**src/rtl/pfs_pkg.sv**
```systemverilog
// Shared types and constants for the PPM frame sequencer.
package pfs_pkg;

  localparam logic [1:0] FUNC_WRITE   = 2'd0;
  localparam logic [1:0] FUNC_SLOT    = 2'd1;
  localparam logic [1:0] FUNC_RESTART = 2'd2;

  localparam logic [1:0] CFG_ACTIVE   = 2'd0;
  localparam logic [1:0] CFG_MIN_SYNC = 2'd1;

  localparam logic [15:0] SYNC_EXTRA     = 16'd300;
  localparam logic [4:0]  RESET_SLOT     = 5'd16;
  localparam logic [4:0]  RESET_ACTIVE   = 5'd16;
  localparam logic [15:0] RESET_MIN_SYNC = 16'd3000;
  localparam logic [15:0] RESET_SYNC     = RESET_MIN_SYNC + SYNC_EXTRA;

  localparam int QDEPTH = 2;
  localparam int QPTR_W = 1;
  localparam int QCNT_W = 2;

  typedef struct packed {
    logic [1:0]  func;
    logic [3:0]  channel;
    logic [15:0] value;
  } in_item_t;

  typedef struct packed {
    logic [15:0] period;
    logic        is_sync;
    logic [4:0]  slot;
  } out_item_t;

  typedef struct packed {
    logic [4:0]  active_channels;
    logic [15:0] min_sync;
  } cfg_regs_t;

  typedef enum logic [1:0] {
    OP_WRITE,
    OP_SLOT,
    OP_RESTART
  } op_t;

  typedef struct packed {
    op_t         op;
    logic [3:0]  channel;
    logic [15:0] value;
  } cmd_t;

  // Handshake between queue and its neighbours.
  typedef struct packed {
    logic valid;
    logic full;
  } q_status_t;

endpackage

```
**src/rtl/pfs_front.sv**
```systemverilog
// Input stage: takes items and turns them into queued commands.
module pfs_front import pfs_pkg::*; (
  input  logic      rst,
  input  logic      in_valid,
  output logic      in_stall,
  input  in_item_t  in_item,
  input  q_status_t q_status,
  output logic      push,
  output cmd_t      push_cmd
);

  logic known;

  always_comb begin
    known          = 1'b1;
    push_cmd.op    = OP_WRITE;
    push_cmd.channel = in_item.channel;
    push_cmd.value   = in_item.value;
    unique case (in_item.func)
      FUNC_WRITE:   push_cmd.op = OP_WRITE;
      FUNC_SLOT:    push_cmd.op = OP_SLOT;
      FUNC_RESTART: push_cmd.op = OP_RESTART;
      default:      known = 1'b0;  // unused code, dropped
    endcase
  end

  assign in_stall = q_status.full;
  assign push     = in_valid && !q_status.full && known && !rst;

endmodule

```
**src/rtl/pfs_queue.sv**
```systemverilog
// Two-entry command queue between the front and back stages.
module pfs_queue import pfs_pkg::*; (
  input  logic      clk,
  input  logic      rst,
  input  logic      push,
  input  cmd_t      push_cmd,
  input  logic      pop,
  output cmd_t      head,
  output q_status_t status
);

  cmd_t              entries [QDEPTH];
  logic [QPTR_W-1:0] wr_ptr;
  logic [QPTR_W-1:0] rd_ptr;
  logic [QCNT_W-1:0] count;

  assign head         = entries[rd_ptr];
  assign status.valid = (count != '0);
  assign status.full  = (count == QCNT_W'(QDEPTH));

  always_ff @(posedge clk) begin
    if (rst) begin
      wr_ptr <= '0;
      rd_ptr <= '0;
      count  <= '0;
    end else begin
      if (push) begin
        entries[wr_ptr] <= push_cmd;
        wr_ptr <= wr_ptr + 1'b1;
      end
      if (pop) begin
        rd_ptr <= rd_ptr + 1'b1;
      end
      unique case ({push, pop})
        2'b10:   count <= count + 1'b1;
        2'b01:   count <= count - 1'b1;
        default: count <= count;
      endcase
    end
  end

endmodule

```
**src/rtl/pfs_back.sv**
```systemverilog
// Execution stage: channel table, slot and sync state, output register.
module pfs_back import pfs_pkg::*; #(
  parameter int NUM_CHANNELS = 16
) (
  input  logic      clk,
  input  logic      rst,
  input  cfg_regs_t cfg,
  input  cmd_t      head,
  input  q_status_t q_status,
  output logic      pop,
  output logic      out_valid,
  input  logic      out_stall,
  output out_item_t out_item
);

  localparam int IDX_W = (NUM_CHANNELS > 1) ? $clog2(NUM_CHANNELS) : 1;
  localparam logic [5:0] CH_LIMIT = 6'(NUM_CHANNELS);

  logic [15:0] periods [NUM_CHANNELS];
  logic [4:0]  slot_index;
  logic [15:0] sync_remaining;

  logic [4:0]  count_eff;
  logic        is_chan;
  logic [15:0] rd_period;
  logic [15:0] diff;
  logic [15:0] sync_sub;
  logic [4:0]  ch5;
  logic        wr_ok;

  always_comb begin
    count_eff = ({1'b0, cfg.active_channels} > CH_LIMIT) ? CH_LIMIT[4:0]
                                                          : cfg.active_channels;
    is_chan   = slot_index < count_eff;
    rd_period = periods[slot_index[IDX_W-1:0]];
    diff      = sync_remaining - rd_period;            // wraps mod 2^16
    sync_sub  = (diff < cfg.min_sync) ? cfg.min_sync : diff;
    ch5       = {1'b0, head.channel};
    wr_ok     = {1'b0, ch5} < CH_LIMIT;
  end

  // Output register frees as soon as downstream takes it.
  assign pop = q_status.valid && (!out_valid || !out_stall);

  always_ff @(posedge clk) begin
    if (rst) begin
      slot_index     <= RESET_SLOT;
      sync_remaining <= RESET_SYNC;
      out_valid      <= 1'b0;
      for (int i = 0; i < NUM_CHANNELS; i++) begin
        periods[i] <= '0;
      end
    end else begin
      if (pop && head.op == OP_SLOT) begin
        out_valid <= 1'b1;
      end else if (out_valid && !out_stall) begin
        out_valid <= 1'b0;
      end
      if (pop) begin
        unique case (head.op)
          OP_WRITE: begin
            if (wr_ok) begin
              periods[ch5[IDX_W-1:0]] <= head.value;
            end
          end
          OP_RESTART: begin
            slot_index     <= count_eff;
            sync_remaining <= cfg.min_sync + SYNC_EXTRA;
          end
          OP_SLOT: begin
            if (is_chan) begin
              sync_remaining   <= sync_sub;
              slot_index       <= slot_index + 1'b1;
              out_item.period  <= rd_period;
              out_item.is_sync <= 1'b0;
              out_item.slot    <= slot_index;
            end else begin
              slot_index       <= '0;
              out_item.period  <= sync_remaining;
              out_item.is_sync <= 1'b1;
              out_item.slot    <= count_eff;
            end
          end
          default: ;
        endcase
      end
    end
  end

endmodule

```
**src/rtl/ppm_frame_sequencer_top.sv**
```systemverilog
// Top level of the PPM frame sequencer: config registers and stage wiring.
//
// Use: in_item carries func/channel/value. A write stores a channel period,
// a restart parks the slot index at the active count and reloads the sync
// gap to min_sync + 300, and a slot event yields one out_item: the next
// channel's period (sync gap shrinks by it, floored at min_sync) or, after
// the last active channel, the sync gap itself with slot = active count.
// Writes, restarts and the unused func code give no out_item.
// Channels: in_valid/in_stall and out_valid/out_stall; an item moves when
// valid is high and stall low. cfg_valid/cfg_ready writes register
// cfg_index (0 active_channels, 1 min_sync); cfg_ready is always high and
// writes are expected only while the block is idle.
// An accepted item passes the queue write, then the back stage's output
// register, before out_valid rises. Throughput: one item per cycle while
// not stalled, set by the back stage's combinational read/subtract/clamp.
// Receiver stall: out_item holds; the back stage stops popping the 2-entry
// queue and in_stall rises once the queue is full.
// Reset (rst, synchronous): periods zero, slot index 16, sync 3300,
// active_channels 16, min_sync 3000, queue empty, no result pending.
module ppm_frame_sequencer_top import pfs_pkg::*; #(
  parameter int NUM_CHANNELS = 16
) (
  input  logic        clk,
  input  logic        rst,
  input  logic        in_valid,
  output logic        in_stall,
  input  in_item_t    in_item,
  output logic        out_valid,
  input  logic        out_stall,
  output out_item_t   out_item,
  input  logic        cfg_valid,
  output logic        cfg_ready,
  input  logic [1:0]  cfg_index,
  input  logic [15:0] cfg_data
);

  cfg_regs_t cfg;
  logic      q_push;
  logic      q_pop;
  cmd_t      q_in;
  cmd_t      q_head;
  q_status_t q_status;

  assign cfg_ready = 1'b1;

  // Config registers; indices past the list are ignored.
  always_ff @(posedge clk) begin
    if (rst) begin
      cfg.active_channels <= RESET_ACTIVE;
      cfg.min_sync        <= RESET_MIN_SYNC;
    end else if (cfg_valid && cfg_ready) begin
      unique case (cfg_index)
        CFG_ACTIVE:   cfg.active_channels <= cfg_data[4:0];
        CFG_MIN_SYNC: cfg.min_sync <= cfg_data;
        default: ;
      endcase
    end
  end

  pfs_front u_front (
    .rst      (rst),
    .in_valid (in_valid),
    .in_stall (in_stall),
    .in_item  (in_item),
    .q_status (q_status),
    .push     (q_push),
    .push_cmd (q_in)
  );

  pfs_queue u_queue (
    .clk      (clk),
    .rst      (rst),
    .push     (q_push),
    .push_cmd (q_in),
    .pop      (q_pop),
    .head     (q_head),
    .status   (q_status)
  );

  pfs_back #(
    .NUM_CHANNELS (NUM_CHANNELS)
  ) u_back (
    .clk       (clk),
    .rst       (rst),
    .cfg       (cfg),
    .head      (q_head),
    .q_status  (q_status),
    .pop       (q_pop),
    .out_valid (out_valid),
    .out_stall (out_stall),
    .out_item  (out_item)
  );

  // No push into a full queue.
  a_no_overflow: assert property (@(posedge clk) disable iff (rst)
    q_push |-> !q_status.full)
    else $error("push into full queue");

  // Pop only from a non-empty queue.
  a_no_underflow: assert property (@(posedge clk) disable iff (rst)
    q_pop |-> q_status.valid)
    else $error("pop from empty queue");

  // A channel slot always names a channel that exists.
  a_slot_range: assert property (@(posedge clk) disable iff (rst)
    (out_valid && !out_item.is_sync) |-> ({1'b0, out_item.slot} < 6'(NUM_CHANNELS)))
    else $error("channel slot out of range");

  // Nothing is presented in the cycle after reset.
  a_reset_quiet: assert property (@(posedge clk) disable iff (rst)
    $past(rst) |-> !out_valid)
    else $error("result presented straight after reset");

endmodule

```
**config.mk**
```make
export PLATFORM = sky130hd
export DESIGN_NAME = ppm_frame_sequencer_top
export DESIGN_NICKNAME = d
export VERILOG_FILES = /design/src/rtl/pfs_pkg.sv /design/src/rtl/pfs_front.sv /design/src/rtl/pfs_queue.sv /design/src/rtl/pfs_back.sv /design/src/rtl/ppm_frame_sequencer_top.sv
export SDC_FILE = /design/constraint.sdc
export NUM_CORES = 1
export LEC_CHECK = 0
export ABC_AREA = 1
export BUFFER_PORTS_ARGS = -buffer_cell sky130_fd_sc_hd__buf_2
export CAP_MARGIN = 20
export CORE_ASPECT_RATIO = 0.7
export CORE_MARGIN = 1.5
export CORE_UTILIZATION = 45
export DETAILED_ROUTE_END_ITERATION = 12
export GPL_TIMING_DRIVEN = 0
export PLACE_DENSITY = 0.65
export REMOVE_ABC_BUFFERS = 1
export SYNTH_ARGS = -nofsm -noshare
export SYNTH_HDL_FRONTEND = slang
export SYNTH_SLANG_ARGS = --single-unit
```
**constraint.sdc**
```tcl
create_clock -name clk -period 4.4 [get_ports clk]
set_clock_uncertainty 0.15 [all_clocks]
set_input_delay 1.1 -clock clk [delete_from_list [all_inputs] [get_ports clk]]
set_output_delay 1.1 -clock clk [all_outputs]
set_load 0.03 [all_outputs]
```
After elaboration in Yosys (flattened, before gate mapping)

Memories as Yosys holds them, arrays and structs flattened. A register that Yosys moved wholly into a read port is not among the register bits.
Cells that the tools add are included.

Bits in writable memories: 300
Input bits: 45
Word-level logic and storage cells: 86
Output and inout port bits: 25
Bits in registers: 69
Memories kept: 2

Memory list:

| memory          | depth | width | read ports | clocked after memory_dff | write ports | RTL line        | source |
|---|---|---|---|---|---|---|---|
| u_back.periods  | 16    | 16    | 1          | 1                        | 16          | pfs_back.sv:19  | `logic [15:0] periods [NUM_CHANNELS];` |
| u_queue.entries | 2     | 22    | 1          | 1                        | 1           | pfs_queue.sv:12 | `cmd_t entries [QDEPTH];` |

Bitwise gates (word level): 1
$lt $le $gt $ge: 3
Eq/ne operators: 9
$add $sub $neg: 7
Reduce and logical (&&, ||, !) cells: 25
Multiplexer cells: 28

Operator list:

| operator                                      | number |
|---|---|
| 2-to-1 mux 16 bit                             | 3 |
| case mux 16 bit (2 select lines)              | 1 |
| 2-to-1 mux 22 bit                             | 1 |
| adder 16 x 9 -> 16 bit, second input constant | 1 |
| less-than comparator 16 bit                   | 1 |
| OR reduction 16 bit                           | 1 |
| subtractor 16 bit                             | 1 |
| 2-to-1 mux 1 bit                              | 15 |
| 2-to-1 mux 4 bit                              | 3 |
| 2-to-1 mux 5 bit                              | 2 |
| case mux 5 bit (2 select lines)               | 1 |
| == test 2 x 1 -> 1 bit, second input constant | 4 |
| == test 2 bit, second input constant          | 4 |
| case mux 2 bit (2 select lines)               | 2 |
| nonzero test 2 bit                            | 4 |
| logical AND 1 bit                             | 6 |
| zero test 2 bit                               | 3 |
| AND reduction 2 bit                           | 3 |
| AND reduction 3 bit                           | 2 |
| adder 5 x 1 -> 5 bit, second input constant   | 1 |
| > comparator 5 bit, second input constant     | 1 |
| less-than comparator 5 bit                    | 1 |
| zero test 1 bit                               | 4 |
| OR reduction 3 bit                            | 1 |
| other kinds (6)                               | 7 |

Depth between registers and ports, before layout

Gate-level depths: netlist of run 1.

Word-level depth: 8
Depth in mapped cells: 30
Depth with buffers taken out: 27

Modules after synthesis

From an unflattened synthesis of run 1, not the netlist that was laid out.

Cells, all modules: 1,891
Area total of the unflattened synthesis: 18,540.3 um^2

By module, submodules not included:

| module                  | seq. area each (um^2) | area each (um^2) | instances | cells each |
|---|---|---|---|---|
| pfs_back                | 8,868.5               | 15,658.8         | 1         | 1,634 |
| pfs_queue               | 1,421.4               | 1,821.7          | 1         | 102 |
| ppm_frame_sequencer_top | 420.4                 | 863.3            | 1         | 124 |
| pfs_front               | 0.0                   | 196.4            | 1         | 31 |

Least setup slack after synthesis of run 1

No wires, ideal clock.

Path kind: register to register
Start: register with a tool-made name
End: register u_back.sync_remaining[2]
Setup time: 119 ps
Path buffers: 4
Period minus slack after synthesis: 4,069 ps
Data required time: 4,131 ps
Arrival time: 3,800 ps
Stages on the path, launching flop included: 28
Slack: 331 ps
Path through: dfxtp_1 inv_1 buf_4 buf_2 buf_2 o21ai_0 o221ai_1 nand3_1 nand2_1 ha_1 fa_1 nand3b_1 nand2_1 nand2_1 nand2_1 nand2_1 nand2_1 xor2_1 inv_1 ha_1 nand2_1 nor3_1 nand2_1 nand2_1 clkbuf_1 o21ai_0 o21ai_0 nand2_1

RTL lines:

| element              | RTL line       | source |
|---|---|---|
| to (signal assigned) | pfs_back.sv:68 | `sync_remaining <= cfg.min_sync + SYNC_EXTRA;` |
| to (signal assigned) | pfs_back.sv:72 | `sync_remaining <= sync_sub;` |
| to (decl)            | pfs_back.sv:21 | `logic [15:0] sync_remaining;` |

==> impl_metrics.ini, run 1 <==
[pwr]
vdd_drop_max_uv = 713
powerDensity_nw_per_um2 = 846
p_leak_uw = 0.00871
p_total_uw = 18800

[synthesis]
synth_top_cell_area_share_pct = 54.1
ys_warn_count = 0
yosysTopAreaCell = edfxtp_1
synth_edf_count = 322
synth-seq-area-share_pct = 59.9
synth.distinct_cells = 47
syn_area_um2 = 17900
syn_inst = 1791
ys.flop_type = edfxtp_1
async_flop_share_pct = 0
yosys_register_bits = 374
synthTopCellsByArea = edfxtp_1 54%, nor2_1 7.7%, dfxtp_1 5.8%, o21ai_0 5.0%, nand2_1 4.7%
syn_area_per_cell_um2 = 9.98

[sta]
hold_ws_ns = 0.308
fin_crit_ns = 4.56
setup_viol = 16
period_share_pct = 104
slew-limit-headroom_pct = 34.6
drv_slew = 0
fmax_mhz = 219
rsz0062_at_grt = true
tightest_slew_ns = 0.978
fin_ws_ns = -0.157
hold_viol = 0

[detailed_routing]
vias_per_cell = 5.78
num_vias = 14181
antenna_left = 0
drt_pass1_iterations = 8
wl_per_cell_um = 22.2
drc = 0
wirelength_um = 54400
drtIter0Drc = 1841

[final_layout]
area_growth_pct = 24.3
drive_above_1_share_pct = 26.9
utilization_pct = 57.3
diodes = 0
multi_input_area_um2 = 7190
regArea_um2 = 10700
fillers = 3202
layout.nets = 1985

[worst_setup_path]
slowest_stage = dfxtp_4
crit_type = flop to flop
cp_slowest_stage_delay_ns = 0.39
critPathArrivalTime_ns = 4.86
critPathCaptureType = flop
cp_max_fo = 6
crit_top_cell = nand2_2
startpoint_type = flop
crit_required_ns = 4.70

[global_routing]
first_global_vias = 13210
antenna_found_initial = 3
grt_overflow_total = 0
grt_max_degree = 44
grt_pass1_wl_um = 78300
track_usage_pct = 25.6

[worst_hold_path]
worstHoldPathType = flop to flop
hp-start = u_queue.rd_ptr

[floorplan]
die_w_um = 241
dieArea_um2 = 40900
core_um2 = 38800
core.rowCount = 60
fp.dieH_um = 170
ioPinCount = 70
initial_core_util_pct = 46.1

[cts]
cts.path.max_buffers = 3
root_buffer = clkbuf_16
cts_tree = done
ctsHtreeMaxLevel = 2
cts_num_sinks = 374
cts_made_buffers = 37
path_clk_slew_ns = 0.06
clk_latency_ns = 0.57

[place]
hpwl_um = 30100
port_buffers = 68
dp_slack_ns = -1.84
gp_congestion = 0.908

[outcome]
violations = negative setup slack
status = complete, but fails checks

[job]
max-cap-violations = 0
report_power, final:
part / switching, uW / internal (uW) / total, uW
clock: 1430 / 2070 / 3500
sequential: 307 / 4220 / 4530
combinational: 6560 / 4220 / 10800
worst paths after layout:
check	endpoint	slack [ns]	cells after the start
worst max-delay path	u_back.sync_remaining[1]	-0.16	29
worst min-delay path	flop	0.31	1
worst max register to register	u_back.sync_remaining[1]	-0.16	29
worst min register to register	flop	0.31	1
cells in the mapped netlist (3+ instances only):
cell type,n
nor2_1,368
edfxtp_1,322
nand2_1,225
o21ai_0,178
inv_1,112
a21oi_1,68
nand3_1,62
nor2_2,54
dfxtp_1,52
clkbuf_1,48
o221ai_1,46
buf_2,45
ha_1,41
o211ai_1,26
o21ai_1,21
mux2i_1,16
inv_2,14
o22ai_1,14
xor2_1,10
buf_6,9
nand2_4,8
nor3_1,6
nand2_2,5
nor3_4,4
buf_4,3
nand3b_1,3
nand4_1,3
nor2_4,3
o21ai_2,3
cell families after synthesis:
group / synth area share [%]
xor gates and xnor gates: 0.539
muxes: 0.896
adders and majority gates: 2.98
DFF: 59.9
other: 0.0210
AOI/OAI and AO/OA: 12.0
and+or+nand+nor: 17.9
buffers and inverters: 5.73
sequential cells by signal (all words and copies together) (netlist names), named ones only:
| register | cells |
|---|---|
| u_queue.entries | 44 |
| u_back.out_valid | 1 |
| u_back.sync_remaining | 16 |
| u_back.periods | 256 |
| u_queue.wr_ptr | 1 |
| u_back.out_item | 22 |
| cfg | 21 |
| u_queue.count | 2 |
| u_back.slot_index | 5 |
| u_queue.rd_ptr | 1 |
cell type report:
type | count | share of cell area (%)
multi-input combinational | 1183 | 32.4
timing repair inverter | 4 | 0.186
tap | 527 | 2.97
timing repair buffer | 169 | 7.86
sequential | 374 | 48.3
clock buffer | 44 | 4.37
inverter | 129 | 2.44
clock inverter | 24 | 1.55
cell usage in the layout, fill, tap and decap left out, drive strengths merged, types with 2 or more instances in the layout:
| cell type | instances |
|---|---|
| nand3 | 64 |
| o22ai | 14 |
| ha | 41 |
| clkinvlp | 8 |
| dfxtp | 52 |
| nor3 | 10 |
| clkbuf | 48 |
| nand3b | 3 |
| nand4 | 3 |
| o211ai | 26 |
| nand2 | 240 |
| bufinv | 8 |
| buf | 164 |
| a21oi | 68 |
| inv | 127 |
| o21ai | 204 |
| a31oi | 2 |
| clkinv | 14 |
| o221ai | 46 |
| xor2 | 10 |
| nor2 | 425 |
| mux2i | 16 |
| edfxtp | 322 |
timing repair:
item	4_1_cts	5_1_grt
resized for setup	116	149
endpoints found under the setup margin	16	16
cloned	16	6
hold buffers	0	0
buffers inserted	37	24
pin swaps	48	75
routing by layer:
| layer | track usage (%) | vias up | share of wire [%] |
|---|---|---|---|
| met3 | 6.55 | 121 | 12 |
| met1 | 37.1 | 6829 | 41 |
| li1 | - | 6404 | - |
| met4 | 7.64 | 2 | 2.7 |
| met2 | 37.8 | 825 | 44 |
| met5 | 0 | - | 0.024 |
through the flow:
step / cells / setup TNS, ns / area [um^2]
global route: 2454 / -3.80 / 22200
global placement: 2279 / -375.01 / 18300
detailed placement: 2302 / -27.23 / 18800
CTS: 2423 / 0 / 21300
finish: 2454 / -1.66 / 22200
floorplan: 1684 / -70.21 / 17300
critical path, delay by kind of cell (launching register included):
family | cells | cell delay [ns]
compound gates | 3 | 0.35
buf+inv | 7 | 0.84
flops | 1 | 0.39
xor+xnor | 1 | 0.18
simple gates | 15 | 1.68
fa+ha+maj | 3 | 0.82
No activity file was read; power rests on OpenSTA's default activity.
==> inputs of run 2 (changes only) <==
- SETUP_SLACK_MARGIN: not set -> 0.3
==> impl_metrics.ini, run 2 (synthesized netlist as in run 1, its figures left out) <==
[outcome]
status = complete, but fails checks
violations = negative setup slack

[sta]
setup_viol = 16
fmax_mhz = 219
drv_slew = 0
period_share_pct = 104
rsz0062_at_grt = true
fin_crit_ns = 4.57
hold_viol = 0
fin_ws_ns = -0.166
tightest_slew_ns = 0.914
slew-limit-headroom_pct = 37.8

[cts]
clk_latency_ns = 0.56
cts_tree = done
cts_num_sinks = 374
root_buffer = clkbuf_16
ctsHtreeMaxLevel = 2
path_clk_slew_ns = 0.07
cts_made_buffers = 37
ctsHoldBuffers = 0
cts.path.max_buffers = 3

[place]
dp_slack_ns = -1.84
hpwl_um = 30100
gp_congestion = 0.908
dp.cells = 2302
post_dp_cell_area_um2 = 18800
port_buffers = 68

[floorplan]
die_w_um = 241
dieArea_um2 = 40900
initial_core_util_pct = 46.1
fp.dieH_um = 170
core_um2 = 38800
ioPinCount = 70
core.rowCount = 60

[worst_setup_path]
crit_top_cell = nand2_2
slowest_stage = dfxtp_4
cp_slowest_stage_delay_ns = 0.62
crit_type = flop to flop
startpoint_type = flop
cp_max_fo = 22
critPathArrivalTime_ns = 4.87
critPathCaptureType = flop
crit_required_ns = 4.71

[detailed_routing]
antenna_left = 0
drc = 0
vias_per_cell = 5.74
wirelength_um = 53300
drt_pass1_iterations = 6
wl_per_cell_um = 21.7
drtIter0Drc = 1841
num_vias = 14060

[global_routing]
antenna_found_initial = 2
first_global_vias = 13451
top_usage_layer = met2
grt_max_degree = 44
grt_overflow_total = 0
track_usage_pct = 26.1
gr-usage-met2_pct = 38.3
grt.met1_usage_pct = 37.7
grt_util_met3_pct = 6.70
grt_pass1_wl_um = 79600

[final_layout]
final_common_cell = nor2_1
fillers = 3223
final_cell_mix = 359 x nor2_1, 322 x edfxtp_1, 193 x nand2_1
top_register = u_back.periods
largest_register_ffs = 256
stdcell_count = 2449
final_area_um2 = 22000
layout.nets = 1977
area_growth_pct = 23.1
top_regs = u_back.periods x256, u_queue.entries x44, u_back.out_item x22
drive_above_1_share_pct = 25.4

[worst_hold_path]
worstHoldPathType = flop to flop

[pwr]
powerDensity_nw_per_um2 = 828
vdd_drop_max_uv = 775
p_leak_uw = 0.00867

[job]
max-cap-violations = 0
## run 2: final cells by class
type,count,area (um^2),share of cell area (%)
Timing Repair inverter,4,45.0,0.205
Sequential cell,374,10700,48.8
Antenna cell,3,7.51,0.0341
Inverter,129,538,2.45
Tap cell,527,659,3.00
Multi-Input combinational cell,1183,7030,31.9
Clock inverter,24,345,1.57
Clock buffer,44,972,4.42
Timing Repair Buffer,161,1680,7.63
## run 2: timing repair
item | CTS | global route
endpoints found under the setup margin | 16 | 48
resized for setup | 176 | 47
pin swaps | 84 | 34
setup buffers | 50 | 4
cloned | 20 | 1
## run 2: report_power, final
group          switching (uW)  internal [uW]
registers                 315           4220
clock network            1430           2070
logic                    6220           3950
total                    7970          10200
## run 2: critical path: cells and delay by family, from the launching register on
kind | cells | cell delay (ns)
AND/OR/NAND/NOR | 12 | 1.61
buffers and inverters | 7 | 0.90
flip-flops | 1 | 0.62
adder cells (fa/ha/maj) | 2 | 0.57
AO/OA/AOI/OAI | 3 | 0.34
XOR/XNOR | 1 | 0.21
## run 2: layer usage
metal  up-vias  routed length, um
met1      6743              22300
li1       6407                  -
met5         -                  0
met3       118               6340
met4         0               1440
met2       792              23200
## run 2: path summary, 6_finish.rpt
path | from | endpoint | slack [ns] | cells past startpoint
max | flop | u_back.sync_remaining[1] | -0.17 | 25
min | u_queue.rd_ptr | flop | 0.31 | 1
max reg2reg | flop | u_back.sync_remaining[1] | -0.17 | 25
min reg2reg | u_queue.rd_ptr | flop | 0.31 | 1
## run 2: metrics by stage
step	setup TNS, ns	util (%)	power (uW)	hold WS, ns
2_1_floorplan	-70.21	-	8990	0.276
3_3_place_gp	-375.01	47.2	10800	0.283
3_5_place_dp	-27.23	48.4	11200	0.294
4_1_cts	0	56.0	17200	0.303
5_1_grt	-3.97	56.7	19200	0.341
6_report	-1.74	56.7	18200	0.308
==> inputs of run 3 (changes only) <==
- CORE_MARGIN: 1.5 -> 3
==> impl_metrics.ini, run 3 (synthesized netlist as in run 1, its figures left out) <==
[outcome]
status = completed

[sta]
tightest_slew_ns = 1.10
fin_crit_ns = 4.34
fmax_mhz = 230
fin_ws_ns = 0.0562
period_share_pct = 98.7
slew-limit-headroom_pct = 26.3
hold_ws_ns = 0.314
setup_viol = 0
fin_tns_setup_ns = 0
hold_viol = 0
rsz0062_at_grt = true
drv_slew = 0

[cts]
ctsHoldBuffers = 0
clk_latency_ns = 0.55
cts_num_sinks = 374
root_buffer = clkbuf_16
ctsHtreeMaxLevel = 2
cts.path.max_buffers = 3
path_clk_slew_ns = 0.06
cts_tree = done
cts_made_buffers = 38

[global_routing]
grt_max_degree = 39
grt.met1_usage_pct = 36.0
track_usage_pct = 25.0
gr-usage-met2_pct = 36.7
grt_pass1_wl_um = 80900
top_usage_layer = met2
grt_overflow_total = 0
first_global_vias = 13268
antenna_found_initial = 0
grt_util_met3_pct = 7.98

[floorplan]
die_w_um = 244
core_um2 = 38800
initial_core_util_pct = 46.1
ioPinCount = 70
dieArea_um2 = 42200
core.rowCount = 60
fp.dieH_um = 173

[final_layout]
diodes = 0
fillers = 3140
drive_above_1_share_pct = 28.3
area_growth_pct = 25.4
final_common_cell = nor2_1
regArea_um2 = 10700
final_area_um2 = 22400
top_register = u_back.periods
top_regs = u_back.periods x256, u_queue.entries x44, u_back.out_item x22
final_cell_mix = 350 x nor2_1, 322 x edfxtp_1, 182 x nand2_1
multi_input_area_um2 = 7320
largest_register_ffs = 256
layout.nets = 1985

[worst_setup_path]
cp_slowest_stage_delay_ns = 0.40
startpoint_type = flop
crit_required_ns = 4.73
cp_max_fo = 8
crit_top_cell = nand2_2
slowest_stage = dfxtp_4
critPathCaptureType = flop
crit_type = flop to flop
critPathArrivalTime_ns = 4.67

[place]
gp_congestion = 0.874
port_buffers = 68
dp_slack_ns = -1.77
post_dp_cell_area_um2 = 18800
hpwl_um = 30000

[job]
max-cap-violations = 0

[pwr]
p_switching_uw = 8420
p_int_uw = 10500
p_leak_uw = 0.00878
clockPowerShare_pct = 18.0
combPwrFrac_pct = 58.2
powerDensity_nw_per_um2 = 845
seq_power_share_pct = 23.8
p_sw_share_pct = 44.5
vdd_drop_max_uv = 677

[detailed_routing]
wl_per_cell_um = 22.2
drt_pass1_iterations = 8
vias_per_cell = 5.78
drtIter0Drc = 1774
drc = 0
antenna_left = 0
num_vias = 14178
wirelength_um = 54300

[worst_hold_path]
worstHoldPathType = flop to flop
## run 3: changes by cell type in the layout (fill, tap and decap cells not counted), moves of 6 or more
cell,delta
nor2_2,+6
buf_12,+6
nand2_1,-11
buf_4,-7
nand2_2,+8
a21oi_1,-7
o21ai_2,+9
o21ai_0,-18
o21ai_1,+8
buf_6,+6
nor2_1,-9
## run 3: worst paths after layout
kind,start,endpoint,slack (ns),cells past startpoint
worst max register to register,flop,u_back.sync_remaining[14],0.06,26
worst min-delay path,u_queue.rd_ptr,flop,0.31,1
worst min register to register,u_queue.rd_ptr,flop,0.31,1
worst max-delay path,flop,u_back.sync_remaining[14],0.06,26
## run 3: power by group through the flow
stage	Clock, uW	Sequential [uW]	Combinational, uW
final	3410	4510	11000
after global routing	3560	4550	11800
after CTS	3420	4510	9280
after detailed placement	0	4650	6520
after global placement	0	4700	6160
after floorplan	0	4600	4400
## run 3: final cells by class
cell class / count / area share [%]
clock buffers: 47 / 4.49
clock inverters: 20 / 1.24
inverters: 129 / 2.47
multi-input cells: 1183 / 32.6
flip-flops and latches: 374 / 47.9
well taps: 527 / 2.94
repair buffers: 168 / 8.16
repair inverters: 4 / 0.207
## run 3: worst max-delay path: cells and delay by family, from the launching register on
kind                     cells  cell delay (ns)
AO/OA/AOI/OAI                7             0.93
XOR/XNOR                     1             0.16
adder cells (fa/ha/maj)      2             0.68
buffers and inverters        6             0.89
flip-flops                   1             0.40
AND/OR/NAND/NOR             10             1.02
## run 3: metrics by stage
| stage | cells | utilization (%) | total power [uW] |
|---|---|---|---|
| after floorplan | 1684 | - | 8990 |
| after global placement | 2279 | 47.2 | 10900 |
| after detailed placement | 2303 | 48.4 | 11200 |
| after CTS | 2430 | 55.9 | 17200 |
| after global routing | 2452 | 57.8 | 19900 |
| final | 2452 | 57.8 | 18900 |
## run 3: repair_timing
item / in CTS / in global routing
setup buffers: 41 / 19
pin swaps: 75 / 74
cloned: 19 / 3
resized for setup: 190 / 132
setup endpoints to repair: 16 / 76
## run 3: per-layer routing
layer  wire length [um]  vias to the layer above  share of wire [%]
met1              22100                     6816                 41
met3               7240                      102                 13
li1                   -                     6409                  -
met5                  0                        -                  0
met2              23700                      851                 44
met4               1350                        0                2.5
